[config.mk]
export PLATFORM = sky130hd
export DESIGN_NAME = priority_sorted_table_core
export DESIGN_NICKNAME = d
export VERILOG_FILES = /design/src/rtl/pst_pkg.sv /design/src/rtl/pst_table.sv /design/src/rtl/pst_cmp.sv /design/src/rtl/priority_sorted_table_core.sv
export SDC_FILE = /design/constraint.sdc
export NUM_CORES = 1
export LEC_CHECK = 0
export ABC_CLOCK_PERIOD_IN_PS = 6200
export BUFFER_PORTS_ARGS = -buffer_cell sky130_fd_sc_hd__buf_4
export CAP_MARGIN = 25
export CORE_MARGIN = 1.5
export CORE_UTILIZATION = 25
export CTS_CLUSTER_SIZE = 25
export DETAILED_ROUTE_END_ITERATION = 6
export HOLD_SLACK_MARGIN = 0.06
export MAX_ROUTING_LAYER = met4
export PLACE_DENSITY = 0.44
export SLEW_MARGIN = 20
export SYNTH_ARGS = -nofsm -noshare
export SYNTH_HDL_FRONTEND = slang
export SYNTH_HIERARCHICAL = 1
export SYNTH_SLANG_ARGS = --single-unit
[constraint.sdc]
create_clock -name clock -period 6.2 [get_ports clock]
set_input_delay 0.62 -clock clock [delete_from_list [all_inputs] [get_ports clock]]
set_output_delay 0.62 -clock clock [all_outputs]
set_load 0.02 [all_outputs]
[src/rtl/pst_pkg.sv]
// Shared types and constants for the priority sorted table.
package pst_pkg;

   localparam int DEPTH = 16;
   localparam int IDX_W = $clog2(DEPTH);
   localparam int CNT_W = $clog2(DEPTH + 1);
   localparam int PRIO_W = 16;
   localparam int HDL_W = 16;
   localparam int WORD_W = PRIO_W + HDL_W;

   typedef enum logic [1:0] {
      ST_INSERTED = 2'd0,
      ST_FULL     = 2'd1,
      ST_REMOVED  = 2'd2,
      ST_NONE     = 2'd3
   } status_type;

   localparam logic OP_INSERT = 1'b0;
   localparam logic OP_REMOVE = 1'b1;

   // Table port control from the sequencer.
   typedef struct packed {
      logic              wr_en;
      logic [IDX_W-1:0]  wr_addr;
      logic [WORD_W-1:0] wr_data;
      logic              rd_en;
      logic [IDX_W-1:0]  rd_addr;
   } tbl_ctl_type;

   // Outcome of the shared key compare.
   typedef struct packed {
      logic gt;  // key above entry priority
      logic eq;  // key equals entry priority
   } cmp_res_type;

endpackage

[src/rtl/pst_table.sv]
// Entry storage: one write port, one registered read port.
module pst_table (
   input  logic                       clock,
   input  pst_pkg::tbl_ctl_type       ctl,
   output logic [pst_pkg::WORD_W-1:0] rd_data
);

   logic [pst_pkg::WORD_W-1:0] mem [pst_pkg::DEPTH];
   logic [pst_pkg::WORD_W-1:0] rd_data_ff;

   always_ff @(posedge clock) begin
      if (ctl.wr_en) begin
         mem[ctl.wr_addr] <= ctl.wr_data;
      end
      if (ctl.rd_en) begin
         rd_data_ff <= mem[ctl.rd_addr];
      end
   end

   assign rd_data = rd_data_ff;

endmodule

[src/rtl/pst_cmp.sv]
// Shared signed priority comparator.
module pst_cmp (
   input  logic [pst_pkg::PRIO_W-1:0] key,
   input  logic [pst_pkg::PRIO_W-1:0] prio,
   output pst_pkg::cmp_res_type       res
);

   always_comb begin
      res.gt = $signed(key) > $signed(prio);
      res.eq = key == prio;
   end

endmodule

[src/rtl/priority_sorted_table_core.sv]
// Top level: sequencer for the priority sorted table around one comparator.
// Insert: each stored entry that the key does not beat is read and moved up one slot, then
//   the new entry is written and the result issued; a rejected insert into a full table only answers.
// Remove: scans the entries for the run of matching priorities, emits one result per run entry,
//   then compacts the entries behind the run; a miss gives a single no-match result.
// One request at a time; req_tready is high only while the sequencer idles. Reset (sync,
//   active high) empties the table.
module priority_sorted_table_core (
   input  logic        clock,
   input  logic        reset,
   // request channel
   input  logic        req_tvalid,
   output logic        req_tready,
   input  logic [31:0] req_tdata,   // [15:0] priority_req, [31:16] guest_handle
   input  logic [0:0]  req_tuser,   // [0] operation
   // result channel
   output logic        rsp_tvalid,
   input  logic        rsp_tready,
   output logic [31:0] rsp_tdata,   // [15:0] out_priority, [31:16] out_handle
   output logic [1:0]  rsp_tuser,   // [1:0] status
   output logic        rsp_tlast
);

   localparam int CW = pst_pkg::CNT_W;
   localparam int IW = pst_pkg::IDX_W;
   localparam int PW = pst_pkg::PRIO_W;
   localparam int HW = pst_pkg::HDL_W;

   typedef enum logic [10:0] {
      S_IDLE     = 11'b00000000001,
      S_INS_RD   = 11'b00000000010,
      S_INS_CHK  = 11'b00000000100,
      S_INS_PUT  = 11'b00000001000,
      S_RESP     = 11'b00000010000,
      S_REM_RD   = 11'b00000100000,
      S_REM_CHK  = 11'b00001000000,
      S_EMIT_RD  = 11'b00010000000,
      S_EMIT_OUT = 11'b00100000000,
      S_CMP_RD   = 11'b01000000000,
      S_CMP_WR   = 11'b10000000000
   } state_type;

   state_type state_ff, state_in;

   // Entry count and scan pointers
   logic [CW-1:0] cnt_ff, cnt_in;
   logic [CW-1:0] idx_ff, idx_in;
   logic [CW-1:0] first_ff, first_in;
   logic [CW-1:0] end_ff, end_in;
   logic [CW-1:0] run_ff, run_in;
   logic          found_ff, found_in;

   // Latched request
   logic [PW-1:0] key_ff, key_in;
   logic [HW-1:0] hdl_ff, hdl_in;
   pst_pkg::status_type code_ff, code_in;

   // Result register
   logic          rsp_valid_ff, rsp_valid_in;
   logic [1:0]    rsp_status_ff, rsp_status_in;
   logic [PW-1:0] rsp_prio_ff, rsp_prio_in;
   logic [HW-1:0] rsp_hdl_ff, rsp_hdl_in;
   logic          rsp_last_ff, rsp_last_in;

   pst_pkg::tbl_ctl_type        tbl_ctl;
   logic [pst_pkg::WORD_W-1:0]  rd_data;
   pst_pkg::cmp_res_type        cmp_res;

   logic          req_fire;
   logic          out_free;
   logic [CW-1:0] idx_m1;
   logic [CW-1:0] idx_p1;
   logic [CW-1:0] cnt_m1;
   logic [CW-1:0] dst_idx;

   pst_table u_table (
      .clock   (clock),
      .ctl     (tbl_ctl),
      .rd_data (rd_data)
   );

   pst_cmp u_cmp (
      .key  (key_ff),
      .prio (rd_data[pst_pkg::WORD_W-1:HW]),
      .res  (cmp_res)
   );

   assign req_tready = state_ff == S_IDLE;
   assign req_fire   = req_tvalid && req_tready;
   assign out_free   = !rsp_valid_ff || rsp_tready;
   assign idx_m1     = idx_ff - CW'(1);
   assign idx_p1     = idx_ff + CW'(1);
   assign cnt_m1     = cnt_ff - CW'(1);
   assign dst_idx    = idx_ff - run_ff;

   assign rsp_tvalid = rsp_valid_ff;
   assign rsp_tdata  = {rsp_hdl_ff, rsp_prio_ff};
   assign rsp_tuser  = rsp_status_ff;
   assign rsp_tlast  = rsp_last_ff;

   always_comb begin
      state_in      = state_ff;
      cnt_in        = cnt_ff;
      idx_in        = idx_ff;
      first_in      = first_ff;
      end_in        = end_ff;
      run_in        = run_ff;
      found_in      = found_ff;
      key_in        = key_ff;
      hdl_in        = hdl_ff;
      code_in       = code_ff;
      rsp_status_in = rsp_status_ff;
      rsp_prio_in   = rsp_prio_ff;
      rsp_hdl_in    = rsp_hdl_ff;
      rsp_last_in   = rsp_last_ff;
      rsp_valid_in  = rsp_valid_ff && !rsp_tready;

      tbl_ctl.wr_en   = 1'b0;
      tbl_ctl.wr_addr = idx_ff[IW-1:0];
      tbl_ctl.wr_data = rd_data;
      tbl_ctl.rd_en   = 1'b0;
      tbl_ctl.rd_addr = idx_ff[IW-1:0];

      case (state_ff)
         S_IDLE: begin
            if (req_fire) begin
               key_in   = req_tdata[PW-1:0];
               hdl_in   = req_tdata[PW+HW-1:PW];
               found_in = 1'b0;
               if (req_tuser[0] == pst_pkg::OP_INSERT) begin
                  idx_in = cnt_ff;
                  if (cnt_ff == CW'(pst_pkg::DEPTH)) begin
                     code_in  = pst_pkg::ST_FULL;
                     state_in = S_RESP;
                  end else if (cnt_ff == '0) begin
                     state_in = S_INS_PUT;
                  end else begin
                     state_in = S_INS_RD;
                  end
               end else begin
                  idx_in = '0;
                  if (cnt_ff == '0) begin
                     code_in  = pst_pkg::ST_NONE;
                     state_in = S_RESP;
                  end else begin
                     state_in = S_REM_RD;
                  end
               end
            end
         end

         // Walk down from the tail, moving every entry the key does not beat.
         S_INS_RD: begin
            tbl_ctl.rd_en   = 1'b1;
            tbl_ctl.rd_addr = idx_m1[IW-1:0];
            state_in        = S_INS_CHK;
         end

         S_INS_CHK: begin
            if (cmp_res.gt) begin
               state_in = S_INS_PUT;
            end else begin
               tbl_ctl.wr_en = 1'b1;
               idx_in        = idx_m1;
               state_in      = (idx_ff == CW'(1)) ? S_INS_PUT : S_INS_RD;
            end
         end

         S_INS_PUT: begin
            tbl_ctl.wr_en   = 1'b1;
            tbl_ctl.wr_data = {key_ff, hdl_ff};
            cnt_in          = cnt_ff + CW'(1);
            code_in         = pst_pkg::ST_INSERTED;
            state_in        = S_RESP;
         end

         // Single result: inserted, full or no match
         S_RESP: begin
            if (out_free) begin
               rsp_valid_in  = 1'b1;
               rsp_status_in = code_ff;
               rsp_prio_in   = key_ff;
               rsp_hdl_in    = (code_ff == pst_pkg::ST_NONE) ? '0 : hdl_ff;
               rsp_last_in   = 1'b1;
               state_in      = S_IDLE;
            end
         end

         // Forward scan for the run of matching priorities
         S_REM_RD: begin
            tbl_ctl.rd_en = 1'b1;
            state_in      = S_REM_CHK;
         end

         S_REM_CHK: begin
            if (cmp_res.eq) begin
               if (!found_ff) begin
                  first_in = idx_ff;
                  found_in = 1'b1;
               end
               idx_in = idx_p1;
               if (idx_ff == cnt_m1) begin
                  end_in   = cnt_ff;
                  run_in   = cnt_ff - (found_ff ? first_ff : idx_ff);
                  idx_in   = idx_ff;
                  state_in = S_EMIT_RD;
               end else begin
                  state_in = S_REM_RD;
               end
            end else if (found_ff) begin
               end_in   = idx_ff;
               run_in   = idx_ff - first_ff;
               idx_in   = idx_m1;
               state_in = S_EMIT_RD;
            end else if (!cmp_res.gt || idx_ff == cnt_m1) begin
               // passed the key in sorted order, or hit the tail
               code_in  = pst_pkg::ST_NONE;
               state_in = S_RESP;
            end else begin
               idx_in   = idx_p1;
               state_in = S_REM_RD;
            end
         end

         // Emit the run tail first, which is oldest first
         S_EMIT_RD: begin
            tbl_ctl.rd_en = 1'b1;
            state_in      = S_EMIT_OUT;
         end

         S_EMIT_OUT: begin
            if (out_free) begin
               rsp_valid_in  = 1'b1;
               rsp_status_in = pst_pkg::ST_REMOVED;
               rsp_prio_in   = rd_data[pst_pkg::WORD_W-1:HW];
               rsp_hdl_in    = rd_data[HW-1:0];
               rsp_last_in   = idx_ff == first_ff;
               if (idx_ff == first_ff) begin
                  idx_in = end_ff;
                  if (end_ff == cnt_ff) begin
                     cnt_in   = cnt_ff - run_ff;
                     state_in = S_IDLE;
                  end else begin
                     state_in = S_CMP_RD;
                  end
               end else begin
                  idx_in   = idx_m1;
                  state_in = S_EMIT_RD;
               end
            end
         end

         // Close the gap left by the run
         S_CMP_RD: begin
            tbl_ctl.rd_en = 1'b1;
            state_in      = S_CMP_WR;
         end

         S_CMP_WR: begin
            tbl_ctl.wr_en   = 1'b1;
            tbl_ctl.wr_addr = dst_idx[IW-1:0];
            idx_in          = idx_p1;
            if (idx_ff == cnt_m1) begin
               cnt_in   = cnt_ff - run_ff;
               state_in = S_IDLE;
            end else begin
               state_in = S_CMP_RD;
            end
         end

         default: begin
            state_in = S_IDLE;
         end
      endcase
   end

   always_ff @(posedge clock) begin
      if (reset) begin
         state_ff     <= S_IDLE;
         cnt_ff       <= '0;
         rsp_valid_ff <= 1'b0;
         found_ff     <= 1'b0;
      end else begin
         state_ff     <= state_in;
         cnt_ff       <= cnt_in;
         rsp_valid_ff <= rsp_valid_in;
         found_ff     <= found_in;
      end
   end

   always_ff @(posedge clock) begin
      idx_ff        <= idx_in;
      first_ff      <= first_in;
      end_ff        <= end_in;
      run_ff        <= run_in;
      key_ff        <= key_in;
      hdl_ff        <= hdl_in;
      code_ff       <= code_in;
      rsp_status_ff <= rsp_status_in;
      rsp_prio_ff   <= rsp_prio_in;
      rsp_hdl_ff    <= rsp_hdl_in;
      rsp_last_ff   <= rsp_last_in;
   end

endmodule

==> results of run 1 <==
routing by layer:
metal  vias to the layer above  global-route usage, %  wire (microns)
li1                       6210                      -               -
met1                      7417                   19.2           34200
met2                       368                   19.8           31800
met3                        96                   2.73            3640
met4                         0                   3.76            1550
met5                         -                      -               0
power by group through the flow:
stage	Clock (mW)	Sequential [mW]	Combinational (mW)
after detailed placement	0	5.35	3.18
final	4.38	5.25	3.16
after CTS	4.52	5.26	3.20
after floorplan	0	5.29	2.13
after global placement	0	5.34	3.15
after global routing	4.68	5.28	3.42
cell families (layout without fill, tap and decap cells):
group / Yosys count / in the layout / share of synthesized area [%]
and+or+nand+nor: 394 / 394 / 6.61
adders and majority gates: 39 / 39 / 1.95
buffers and inverters: 119 / 287 / 1.87
AOI/OAI and AO/OA: 148 / 148 / 3.94
xor gates and xnor gates: 37 / 37 / 1.28
DFF: 651 / 651 / 73.0
muxes: 139 / 139 / 11.3
worst paths after layout:
| path | start | to | slack, ns | cells after the start |
|---|---|---|---|---|
| worst max-delay path | key_ff[3]$_DFFE_PP_ | u_table/mem[7][28]$_DFFE_PP_ | 1.89 | 9 |
| worst min-delay path | req_tdata[10] | key_ff[10]$_DFFE_PP_ | 0.17 | 1 |
| worst max register to register | key_ff[3]$_DFFE_PP_ | u_table/mem[7][28]$_DFFE_PP_ | 1.89 | 9 |
| worst min register to register | u_table/rd_data[10]$_DFFE_PP_ | rsp_hdl_ff[10]$_DFFE_PP_ | 0.55 | 2 |
area by class of cell:
class | instances | area [sq um] | area share, %
clock buffers | 86 | 1850 | 5.87
repair buffers | 113 | 1030 | 3.26
inverters | 45 | 169 | 0.535
multi-input cells | 757 | 6850 | 21.7
flip-flops and latches | 651 | 19400 | 61.3
well taps | 1391 | 1740 | 5.51
clock inverters | 43 | 578 | 1.83
cell usage after synthesis, drive strengths merged, types with 2 or more instances:
| library cell | count | share of area, % |
|---|---|---|
| o21bai | 2 | 0.057 |
| a221o | 2 | 0.075 |
| nor4b | 2 | 0.066 |
| nor3 | 11 | 0.21 |
| a211oi | 3 | 0.085 |
| o21ai | 20 | 0.38 |
| mux2 | 3 | 0.13 |
| or2 | 2 | 0.047 |
| nor2b | 5 | 0.15 |
| a21oi | 27 | 0.51 |
| inv | 45 | 0.64 |
| dfxtp | 18 | 1.4 |
| nand4 | 7 | 0.19 |
| nand3 | 26 | 0.49 |
| xor2 | 16 | 0.53 |
| fa | 4 | 0.30 |
| a21o | 10 | 0.28 |
| buf | 32 | 0.64 |
| and2 | 3 | 0.071 |
| mux4 | 128 | 11 |
| nor4 | 9 | 0.31 |
| and3 | 7 | 0.18 |
| a2111o | 2 | 0.085 |
| ha | 35 | 1.7 |
| or4 | 5 | 0.14 |
| or3 | 3 | 0.071 |
| a22oi | 67 | 1.9 |
| xnor2 | 20 | 0.66 |
| nor2 | 56 | 0.80 |
| edfxtp | 633 | 72 |
| or3b | 3 | 0.099 |
| clkbuf | 42 | 0.59 |
| nand3b | 4 | 0.11 |
| mux2i | 8 | 0.30 |
| nand2b | 9 | 0.21 |
| a221oi | 5 | 0.23 |
| nand2 | 240 | 3.4 |
worst max-delay path: stages, from the launching register on:
cell and delay, ns:
edfxtp_1 0.42, ha_1 0.35, a21oi_1 0.15, o21ai_0 0.26, a211oi_1 0.42, mux2i_1 0.31
o21ai_0 0.46, nand3b_1 0.39, nor2_4 0.88, buf_4 0.34
metrics by stage:
| stage | setup WS [ns] | total power [mW] | utilization, % | instances |
|---|---|---|---|---|
| 2_1_floorplan | 1.11 | 7.42 | - | 1527 |
| 3_3_place_gp | 2.01 | 8.50 | 27.5 | 2946 |
| 3_5_place_dp | 1.94 | 8.53 | 27.6 | 2952 |
| 4_1_cts | 1.90 | 13.0 | 29.9 | 3081 |
| 5_1_grt | 1.62 | 13.4 | 30.0 | 3086 |
| 6_report | 1.89 | 12.8 | 30.0 | 3086 |
state kept, by name (all words and copies together) (netlist names):
| name | flops |
|---|---|
| idx_ff | 5 |
| hdl_ff | 16 |
| state_ff | 11 |
| end_ff | 5 |
| first_ff | 5 |
| rsp_tvalid | 1 |
| rsp_hdl_ff | 16 |
| u_table/rd_data | 32 |
| code_ff | 2 |
| cnt_ff | 5 |
| rsp_prio_ff | 16 |
| key_ff | 16 |
| u_table/mem | 512 |
| run_ff | 5 |
| rsp_tuser | 2 |
| rsp_tlast | 1 |
| found_ff | 1 |
==> impl_metrics.csv, run 1 <==
group,metric,value,unit
floorplan,start_util,25.2,%
final_layout,final_layout_size_suffix_gt1_share,23.1,%
logic_synthesis,synthArstFlopShare,0,%
power,p_comb_share,24.7,%
routing,drt_iter0_markers,1250,
clock_tree,clockRootBuffer,"clkbuf_16",
placement,hpwl,44.5,mm
power,powerDensity,405,nW/um^2
worst_setup_path,crit_type,"register to register",
floorplan,row_count,119,
clock_tree,clkSinkCount,651,
global_routing,grt_pass1_vias,14500,
clock_tree,cts_resized,0,
sta,drv_slew,0,
final_layout,final_area,31600,sq um
routing,vias,14100,
floorplan,die_area,108000,sq um
sta,fin_worst_skew,0.0446,ns
power,ir_drop,0.411,mV
worst_setup_path,start_kind,"register",
global_routing,antenna_found_initial,5,
clock_tree,clock_latency,0.63,ns
clock_tree,cts.path.max_buffers,3,
power,switching_share,30.1,%
sta,tns,0,ns
sta,max_freq,0.232,GHz
final_layout,final_cell_mix,"edfxtp_1 (633), nand2_1 (238), mux4_2 (128)",
clock_tree,holdBufCountCts,0,
worst_setup_path,cp.required,6.52,ns
power,p_int,8.95,mW
sta,worstMarginPinSlew,1.02,ns
sta,period_minus_slack,4.31,ns
logic_synthesis,synth_edf_count,633,
logic_synthesis,avgSynthCellArea,17.4,sq um
worst_setup_path,crit_path_end_kind,"register",
sta,setup_viol,0,
sta,rsz0062_at_grt,"false",
final_layout,final_nets,1716,
logic_synthesis,netlist_area,26500,sq um
worst_setup_path,arrival,4.63,ns
worst_setup_path,cp_max_fo,24,
worst_hold_path,hp-class,"input pin to register",
floorplan,die_h,329,microns
logic_synthesis,synth.yosys.seq_area_share,73.0,%
power,switchingPower,3.85,mW
clock_tree,cts_buffers,72,
job,maxCapViolCount,0,
sta,slew_headroom,32.2,%
power,p_seq_share,41.1,%
logic_synthesis,synth.distinct_cells,60,
routing,drcViolationCount,0,
global_routing,grt.overflow.total,0,
floorplan,die_x,329,microns
placement,placed_area,29100,sq um
routing,drt_pass1_iterations,5,
sta,period_share,69.5,%
logic_synthesis,ys_ff_latch,651,
global_routing,grt_max_degree,90,
floorplan,ios,74,
routing,ant_nets,0,
clock_tree,htree_levels,3,
logic_synthesis,syn_inst,1527,
final_layout,area_growth,19.1,%
logic_synthesis,yosys_warnings,6,
global_routing,grt_pass1_wl,103,mm
final_layout,fillers,10300,
clock_tree,cts_setup_buffers,0,
routing,wl_per_cell,23.1,microns
placement,finalWeightedCongestion,0.814,
sta,hold_viol,0,
clock_tree,path_clk_slew,0.06,ns
routing,routed_via_density,4.57,
routing,postRouteWirelength,71.2,mm
final_layout,diodes,0,
global_routing,grt_util_all_layers,13.6,%
run_status,outcome,"complete, no violations",
sta,holdWs,0.170,ns
logic_synthesis,syn_nets,1603,
logic_synthesis,synth_flop_cell,"edfxtp_1",
power,power_leakage,10.4,nW
placement,io_buffer_count,73,
final_layout,layout_commonest_cell,"edfxtp_1",
power,p_clk_share,34.2,%
floorplan,core-area,105000,sq um
clock_tree,cts_tree,"done",
Note: power is estimated with default switching activity, not from simulation.
==> inputs of run 2 (changes only) <==
--- a/config.mk
+++ b/config.mk
@@ -5,7 +5,8 @@
 export SDC_FILE = /design/constraint.sdc
 export NUM_CORES = 1
 export LEC_CHECK = 0
-export ABC_CLOCK_PERIOD_IN_PS = 6200
+export ABC_AREA = 1
+export ABC_CLOCK_PERIOD_IN_PS = 3900
 export BUFFER_PORTS_ARGS = -buffer_cell sky130_fd_sc_hd__buf_4
 export CAP_MARGIN = 25
 export CORE_MARGIN = 1.5
@@ -14,7 +15,7 @@
 export DETAILED_ROUTE_END_ITERATION = 6
 export HOLD_SLACK_MARGIN = 0.06
 export MAX_ROUTING_LAYER = met4
-export PLACE_DENSITY = 0.44
+export PLACE_DENSITY = 0.45
 export SLEW_MARGIN = 20
 export SYNTH_ARGS = -nofsm -noshare
 export SYNTH_HDL_FRONTEND = slang
==> constraint.sdc (replaced) <==
create_clock -name clock -period 3.9 [get_ports clock]
set_input_delay 0.39 -clock clock [delete_from_list [all_inputs] [get_ports clock]]
set_output_delay 0.39 -clock clock [all_outputs]
set_load 0.02 [all_outputs]
==> impl_metrics.csv, run 2 <==
group,metric,value,unit
final_layout,regMostFlops,"u_table/mem",
routing,met2_length,37.1,mm
worst_setup_path,rr_worst_depth,7,
logic_synthesis,yosysMostFrequentCell,"nand2_1",
sta,drv_slew,0,
logic_synthesis,synth_flop_cell,"edfxtp_1",
worst_setup_path,crit_family,"buffers and inverters",
logic_synthesis,synth.distinct_cells,47,
worst_hold_path,min_to,"state_ff[0]$_SDFFE_PP1P_",
clock_tree,htree_levels,3,
sta,fin_worst_skew,0.0180,ns
logic_synthesis,synth_edf_count,633,
power,p_comb_share,31.7,%
floorplan,start_util,25.2,%
power,powerDensity,631,nW/um^2
routing,route.met3.wl,3.94,mm
final_layout,utilization,30.0,%
clock_tree,cts_tree,"done",
power,p_clk_share,31.0,%
final_layout,multi_input_area,7750,sq um
worst_setup_path,slowest_stage,"edfxtp_1",
clock_tree,cts_resized,0,
logic_synthesis,syn_nets,2986,
clock_tree,cts_setup_buffers,0,
final_layout,area_growth,19.3,%
worst_setup_path,arrival,3.50,ns
power,ir_drop,0.423,mV
sta,setup_viol,0,
global_routing,grt.overflow.total,0,
routing,wl_per_cell,17.8,microns
routing,ant_nets,0,
routing,drt_pass1_iterations,7,
sta,worstMarginPinSlew,0.844,ns
logic_synthesis,synthArstFlopShare,0,%
routing,vias,19900,
final_layout,largest_register_ffs,512,
power,p_seq_share,37.2,%
worst_setup_path,cp.required,4.19,ns
clock_tree,clock_latency,0.63,ns
final_layout,diodes,0,
worst_setup_path,crit_chain,"inv_1 > ha_1 > fa_1 > o21ai_0 > nand2_1 > nor2_4 > buf_4",
worst_hold_path,hp-class,"input pin to register",
logic_synthesis,netlist_area,29600,sq um
sta,period_minus_slack,3.20,ns
sta,period_share,82.2,%
routing,postRouteWirelength,83.0,mm
worst_setup_path,start_kind,"register",
power,switching_share,35.9,%
logic_synthesis,syn_inst,2910,
placement,place_inst,4494,
worst_setup_path,crit_buf_inv,2,
worst_setup_path,crit_type,"register to register",
worst_setup_path,cp_max_fo,18,
final_layout,ff_latch_area,19400,sq um
sta,hold_viol,0,
worst_hold_path,holdPathStages,5,
global_routing,grt_pass1_wl,126,mm
sta,rsz0062_at_grt,"false",
logic_synthesis,synth_area_leaders,"edfxtp_1 (64%), nand2_1 (12%), nand3_1 (7.4%)",
routing,wl_met1,40.6,mm
worst_setup_path,r2r-end,"u_table/mem[15][25]$_DFFE_PP_",
clock_tree,cts_buffers,76,
run_status,outcome,"complete, no violations",
sta,tns,0,ns
routing,drcViolationCount,0,
clock_tree,clockRootBuffer,"clkbuf_16",
floorplan,die_x,347,microns
floorplan,die_h,347,microns
power,p_int,14.3,mW
final_layout,layout_commonest_cell,"nand2_1",
worst_setup_path,max_stage_delay,0.48,ns
worst_setup_path,r2r_start,"idx_ff[0]$_DFFE_PP_",
logic_synthesis,yosys-top-cells-count,"nand2_1 (918), edfxtp_1 (633), inv_1 (488), nand3_1 (435), o21ai_0 (66)",
final_layout,fin_cells,4664,
logic_synthesis,avgSynthCellArea,10.2,sq um
global_routing,antenna_found_initial,3,
floorplan,ios,74,
final_layout,final_nets,3146,
placement,io_buffer_count,73,
clock_tree,clkSinkCount,651,
worst_setup_path,crit_path_end_kind,"register",
placement,finalWeightedCongestion,0.816,
placement,hpwl,52.0,mm
clock_tree,holdBufCountCts,34,
job,maxCapViolCount,0,
global_routing,grt_pass1_vias,19500,
worst_hold_path,min_from,"rsp_tready",
power,power_leakage,14.7,nW
sta,slew_headroom,43.6,%
logic_synthesis,synth_top_area_cell,"edfxtp_1",
sta,max_freq,0.312,GHz
routing,highest_layer,"met4",
worst_setup_path,r2r_slack,0.70,ns
final_layout,fillers,12100,
routing,drt_iter0_markers,1489,
floorplan,die_area,121000,sq um
logic_synthesis,synth.yosys.seq_area_share,65.4,%
clock_tree,cts.path.max_buffers,3,
final_layout,final_cell_mix,"nand2_1 (917), edfxtp_1 (633), inv_1 (485)",
floorplan,row_count,126,
final_layout,final_layout_size_suffix_gt1_share,11.1,%
clock_tree,path_clk_slew,0.06,ns
power,switchingPower,8.00,mW
floorplan,core-area,118000,sq um
global_routing,grt_max_degree,98,
logic_synthesis,yosys_warnings,6,
routing,routed_via_density,4.27,
global_routing,grt_util_all_layers,14.2,%
logic_synthesis,yosysTopAreaCellShare,64.2,%
logic_synthesis,ys_ff_latch,651,
## run 2: cell count changes after synthesis, moves of 47 or more
| cell | before | now |
|---|---|---|
| nand2_1 | 240 | 918 |
| inv_1 | 45 | 488 |
| o21ai_0 | 19 | 66 |
| nand3_1 | 26 | 435 |
| mux4_2 | 128 | 0 |
| a22oi_1 | 66 | 3 |
## run 2: stage by stage
| stage | instance area [sq um] | power [mW] | hold WS, ns | setup slack [ns] |
|---|---|---|---|---|
| 2_1_floorplan | 29600 | 13.0 | 0.489 | 0.230 |
| 3_3_place_gp | 32600 | 15.6 | 0.532 | 0.681 |
| 3_5_place_dp | 32600 | 15.6 | 0.529 | 0.693 |
| 4_1_cts | 35300 | 22.6 | 0.174 | 0.653 |
| 5_1_grt | 35300 | 23.6 | 0.241 | 0.396 |
| 6_report | 35300 | 22.3 | 0.216 | 0.696 |
## run 2: routing by layer
layer,vias up,track usage (%)
met1,9619,19.9
met2,410,21.7
met4,0,3.30
li1,9799,-
met3,91,2.19
met5,-,-
## run 2: cell type report
| class | count | area share, % |
|---|---|---|
| tap | 1536 | 5.44 |
| inverter | 501 | 5.35 |
| timing repair buffer | 209 | 5.67 |
| clock buffer | 100 | 5.82 |
| sequential | 651 | 54.8 |
| clock inverter | 36 | 0.963 |
| multi-input combinational | 1631 | 21.9 |
## run 2: power by group through the flow
| stage | Clock, mW | Sequential, mW | Combinational (mW) |
|---|---|---|---|
| after floorplan | 0 | 8.44 | 4.56 |
| after global placement | 0 | 8.45 | 7.13 |
| after detailed placement | 0 | 8.44 | 7.13 |
| after CTS | 7.15 | 8.30 | 7.19 |
| after global routing | 7.41 | 8.32 | 7.86 |
| final | 6.93 | 8.30 | 7.08 |
## run 2: cells by family after synthesis
group           Yosys count  synth area share [%]
compound gates          108                  2.06
xor+xnor                 19                 0.562
fa+ha+maj                39                  1.75
buf+inv                 628                  9.12
flops                   651                  65.4
mux                       1                0.0338
simple gates           1464                  21.1
## run 2: worst reg2reg max path: stages, from the launching register on
cell      delay, ns
edfxtp_1       0.48
inv_1          0.38
ha_1           0.27
fa_1           0.43
o21ai_0        0.40
nand2_1        0.37
nor2_4         0.20
buf_4          0.32
## run 2: how the worst max path moves through the flow
stage / start / endpoint / cells after the start
floorplan: key_ff[15]$_DFFE_PP_ / u_table/mem[12][0]$_DFFE_PP_ / 13
detailed placement: key_ff[11]$_DFFE_PP_ / u_table/mem[13][26]$_DFFE_PP_ / 16
CTS: key_ff[11]$_DFFE_PP_ / u_table/mem[13][28]$_DFFE_PP_ / 16
finish: idx_ff[0]$_DFFE_PP_ / u_table/mem[15][25]$_DFFE_PP_ / 7
global route: u_table/rd_data[27]$_DFFE_PP_ / u_table/mem[13][24]$_DFFE_PP_ / 17
global placement: key_ff[11]$_DFFE_PP_ / u_table/mem[7][10]$_DFFE_PP_ / 16
==> inputs of run 3 (changes only) <==
--- a/config.mk
+++ b/config.mk
@@ -6,7 +6,7 @@
 export NUM_CORES = 1
 export LEC_CHECK = 0
 export ABC_AREA = 1
-export ABC_CLOCK_PERIOD_IN_PS = 3900
+export ABC_CLOCK_PERIOD_IN_PS = 3400
 export BUFFER_PORTS_ARGS = -buffer_cell sky130_fd_sc_hd__buf_4
 export CAP_MARGIN = 25
 export CORE_MARGIN = 1.5
@@ -15,7 +15,7 @@
 export DETAILED_ROUTE_END_ITERATION = 6
 export HOLD_SLACK_MARGIN = 0.06
 export MAX_ROUTING_LAYER = met4
-export PLACE_DENSITY = 0.45
+export PLACE_DENSITY = 0.44
 export SLEW_MARGIN = 20
 export SYNTH_ARGS = -nofsm -noshare
 export SYNTH_HDL_FRONTEND = slang
==> constraint.sdc (replaced) <==
create_clock -name clock -period 3.4 [get_ports clock]
set_input_delay 0.34 -clock clock [delete_from_list [all_inputs] [get_ports clock]]
set_output_delay 0.34 -clock clock [all_outputs]
set_load 0.02 [all_outputs]
==> impl_metrics.csv, run 3 (synthesis gave the netlist of run 2 again) <==
group,metric,value,unit
run_status,outcome,"complete, no violations",
floorplan,core-area,118000,sq um
global_routing,grt_pass1_vias,19600,
final_layout,regMostFlops,"u_table/mem",
global_routing,use_met2,22.2,%
final_layout,utilization,30.3,%
floorplan,die_h,347,microns
floorplan,ios,74,
placement,hpwl,56.3,mm
worst_setup_path,arrival,3.36,ns
final_layout,diodes,0,
worst_setup_path,crit_type,"register to register",
sta,worstMarginPinSlew,0.909,ns
final_layout,layout_commonest_cell,"nand2_1",
worst_setup_path,crit_chain,"ha_1 > nand2_1 > nor2_2 > nand2_2 > buf_4 > nor3_2 > buf_4 > buf_4 > inv_1 > nor2_4 > nand4_1 > nand4_1 > nor3b_1",
worst_hold_path,min_from,"rsp_tready",
worst_setup_path,max_stage_delay,0.75,ns
worst_setup_path,cpMostUsedCell,"buf_4",
clock_tree,clockRootBuffer,"clkbuf_16",
floorplan,die_x,347,microns
global_routing,use_met1,20.9,%
sta,period_share,91.9,%
sta,fin_worst_skew,0.0273,ns
worst_setup_path,slowest_stage,"nor3b_1",
sta,drv_slew,0,
global_routing,grt.busiest_layer,"met2",
worst_setup_path,crit_family,"simple AND/OR/NAND/NOR gates",
sta,rsz0062_at_grt,"false",
clock_tree,clkSinkCount,651,
floorplan,row_count,126,
placement,place_inst,4548,
worst_hold_path,hp-class,"input pin to register",
placement,post-place-ws,0.106,ns
clock_tree,clock_latency,0.64,ns
power,p_total,25.8,mW
clock_tree,path_clk_slew,0.06,ns
global_routing,grt.overflow.total,0,
final_layout,largest_register_ffs,512,
final_layout,area_growth,20.7,%
routing,drt_pass1_iterations,7,
clock_tree,cts_tree,"done",
placement,io_buffer_count,73,
worst_setup_path,crit_buf_inv,4,
sta,setup_ws,0.274,ns
sta,hold_viol,0,
worst_setup_path,crit_path_end_kind,"register",
worst_setup_path,cp_max_fo,17,
worst_setup_path,startpoint,"key_ff[15]$_DFFE_PP_",
floorplan,die_area,121000,sq um
routing,wl_per_cell,18.6,microns
sta,period_minus_slack,3.13,ns
clock_tree,cts_buffers,75,
sta,setup_viol,0,
final_layout,final_cell_mix,"nand2_1 (917), edfxtp_1 (633), inv_1 (485)",
clock_tree,htree_levels,3,
routing,postRouteWirelength,87.9,mm
clock_tree,cts.path.max_buffers,3,
clock_tree,cts_resized,0,
power,power_leakage,14.9,nW
global_routing,grt_pass1_wl,130,mm
floorplan,start_util,25.2,%
final_layout,fin_cells,4720,
routing,drt_iter0_markers,1806,
sta,slew_headroom,39.3,%
global_routing,grt_max_degree,70,
global_routing,antenna_found_initial,9,
routing,vias,20200,
worst_setup_path,cp.required,3.64,ns
final_layout,final_area,35700,sq um
routing,drcViolationCount,0,
sta,max_freq,0.320,GHz
routing,ant_nets,0,
worst_setup_path,r2r_start,"key_ff[15]$_DFFE_PP_",
final_layout,final_layout_size_suffix_gt1_share,12.8,%
final_layout,fillers,12200,
global_routing,grt_util_all_layers,15.0,%
job,maxCapViolCount,0,
power,ir_drop,0.489,mV
placement,finalWeightedCongestion,0.824,
worst_setup_path,start_kind,"register",
power,powerDensity,722,nW/um^2
global_routing,grtUsageMet3,2.12,%
placement,placed_area,33100,sq um
final_layout,final_nets,3204,
routing,routed_via_density,4.29,
==> run 3: cell count changes in the layout (fill, tap and decap cells not counted), sizes merged <==
cell	before	now
inv	503	505
clkbuf	100	97
bufinv	6	3
clkinvlp	1	0
clkinv	27	29
buf	175	234
==> run 3: worst paths after layout <==
path / end / slack (ns) / depth (start not counted)
worst max register to register: idx_ff[3]$_DFFE_PP_ / 0.27 / 13
worst min-delay path: state_ff[8]$_SDFFE_PP0P_ / 0.19 / 4
worst max-delay path: idx_ff[3]$_DFFE_PP_ / 0.27 / 13
worst min register to register: rsp_hdl_ff[5]$_DFFE_PP_ / 0.55 / 2
==> run 3: metrics by stage <==
stage | hold WS, ns | TNS [ns]
3_5_place_dp | 0.519 | 0
2_1_floorplan | 0.439 | -117.92
3_3_place_gp | 0.520 | -3.77
5_1_grt | 0.223 | 0
4_1_cts | 0.154 | 0
6_report | 0.195 | 0
==> run 3: routing by layer <==
layer	vias up	routed length, microns	part of all wire (%)
met5	-	0	0
met4	0	2410	2.7
met2	509	38700	44
li1	9902	-	-
met3	118	4700	5.3
met1	9698	42000	48
==> run 3: worst reg2reg max path, cell delays in order (launching register included) <==
cell	delay [ns]
edfxtp_1	0.39
ha_1	0.34
nand2_1	0.11
nor2_2	0.06
nand2_2	0.07
buf_4	0.10
nor3_2	0.03
buf_4	0.13
buf_4	0.19
inv_1	0.25
nor2_4	0.07
nand4_1	0.13
nand4_1	0.10
nor3b_1	0.75
==> run 3: what timing repair did <==
| action | 4_1_cts | 5_1_grt |
|---|---|---|
| endpoints found under the setup margin | 0 | 66 |
| setup buffers | 0 | 5 |
| endpoints found under the hold margin | 42 | 0 |
| hold buffers | 34 | 0 |
==> run 3: area by class of cell <==
type / instances / area, sq um / area share [%]
flip-flops and latches: 651 / 19400 / 54.2
clock buffers: 97 / 1980 / 5.54
well taps: 1536 / 1920 / 5.38
multi-input cells: 1631 / 7750 / 21.7
inverters: 501 / 1890 / 5.29
clock inverters: 36 / 275 / 0.770
repair buffers: 268 / 2550 / 7.15
==> run 3: power breakdown <==
part	switching (mW)	internal [mW]
logic	6.08	2.58
clock network	3.30	4.34
registers	0.133	9.35
total	9.51	16.3
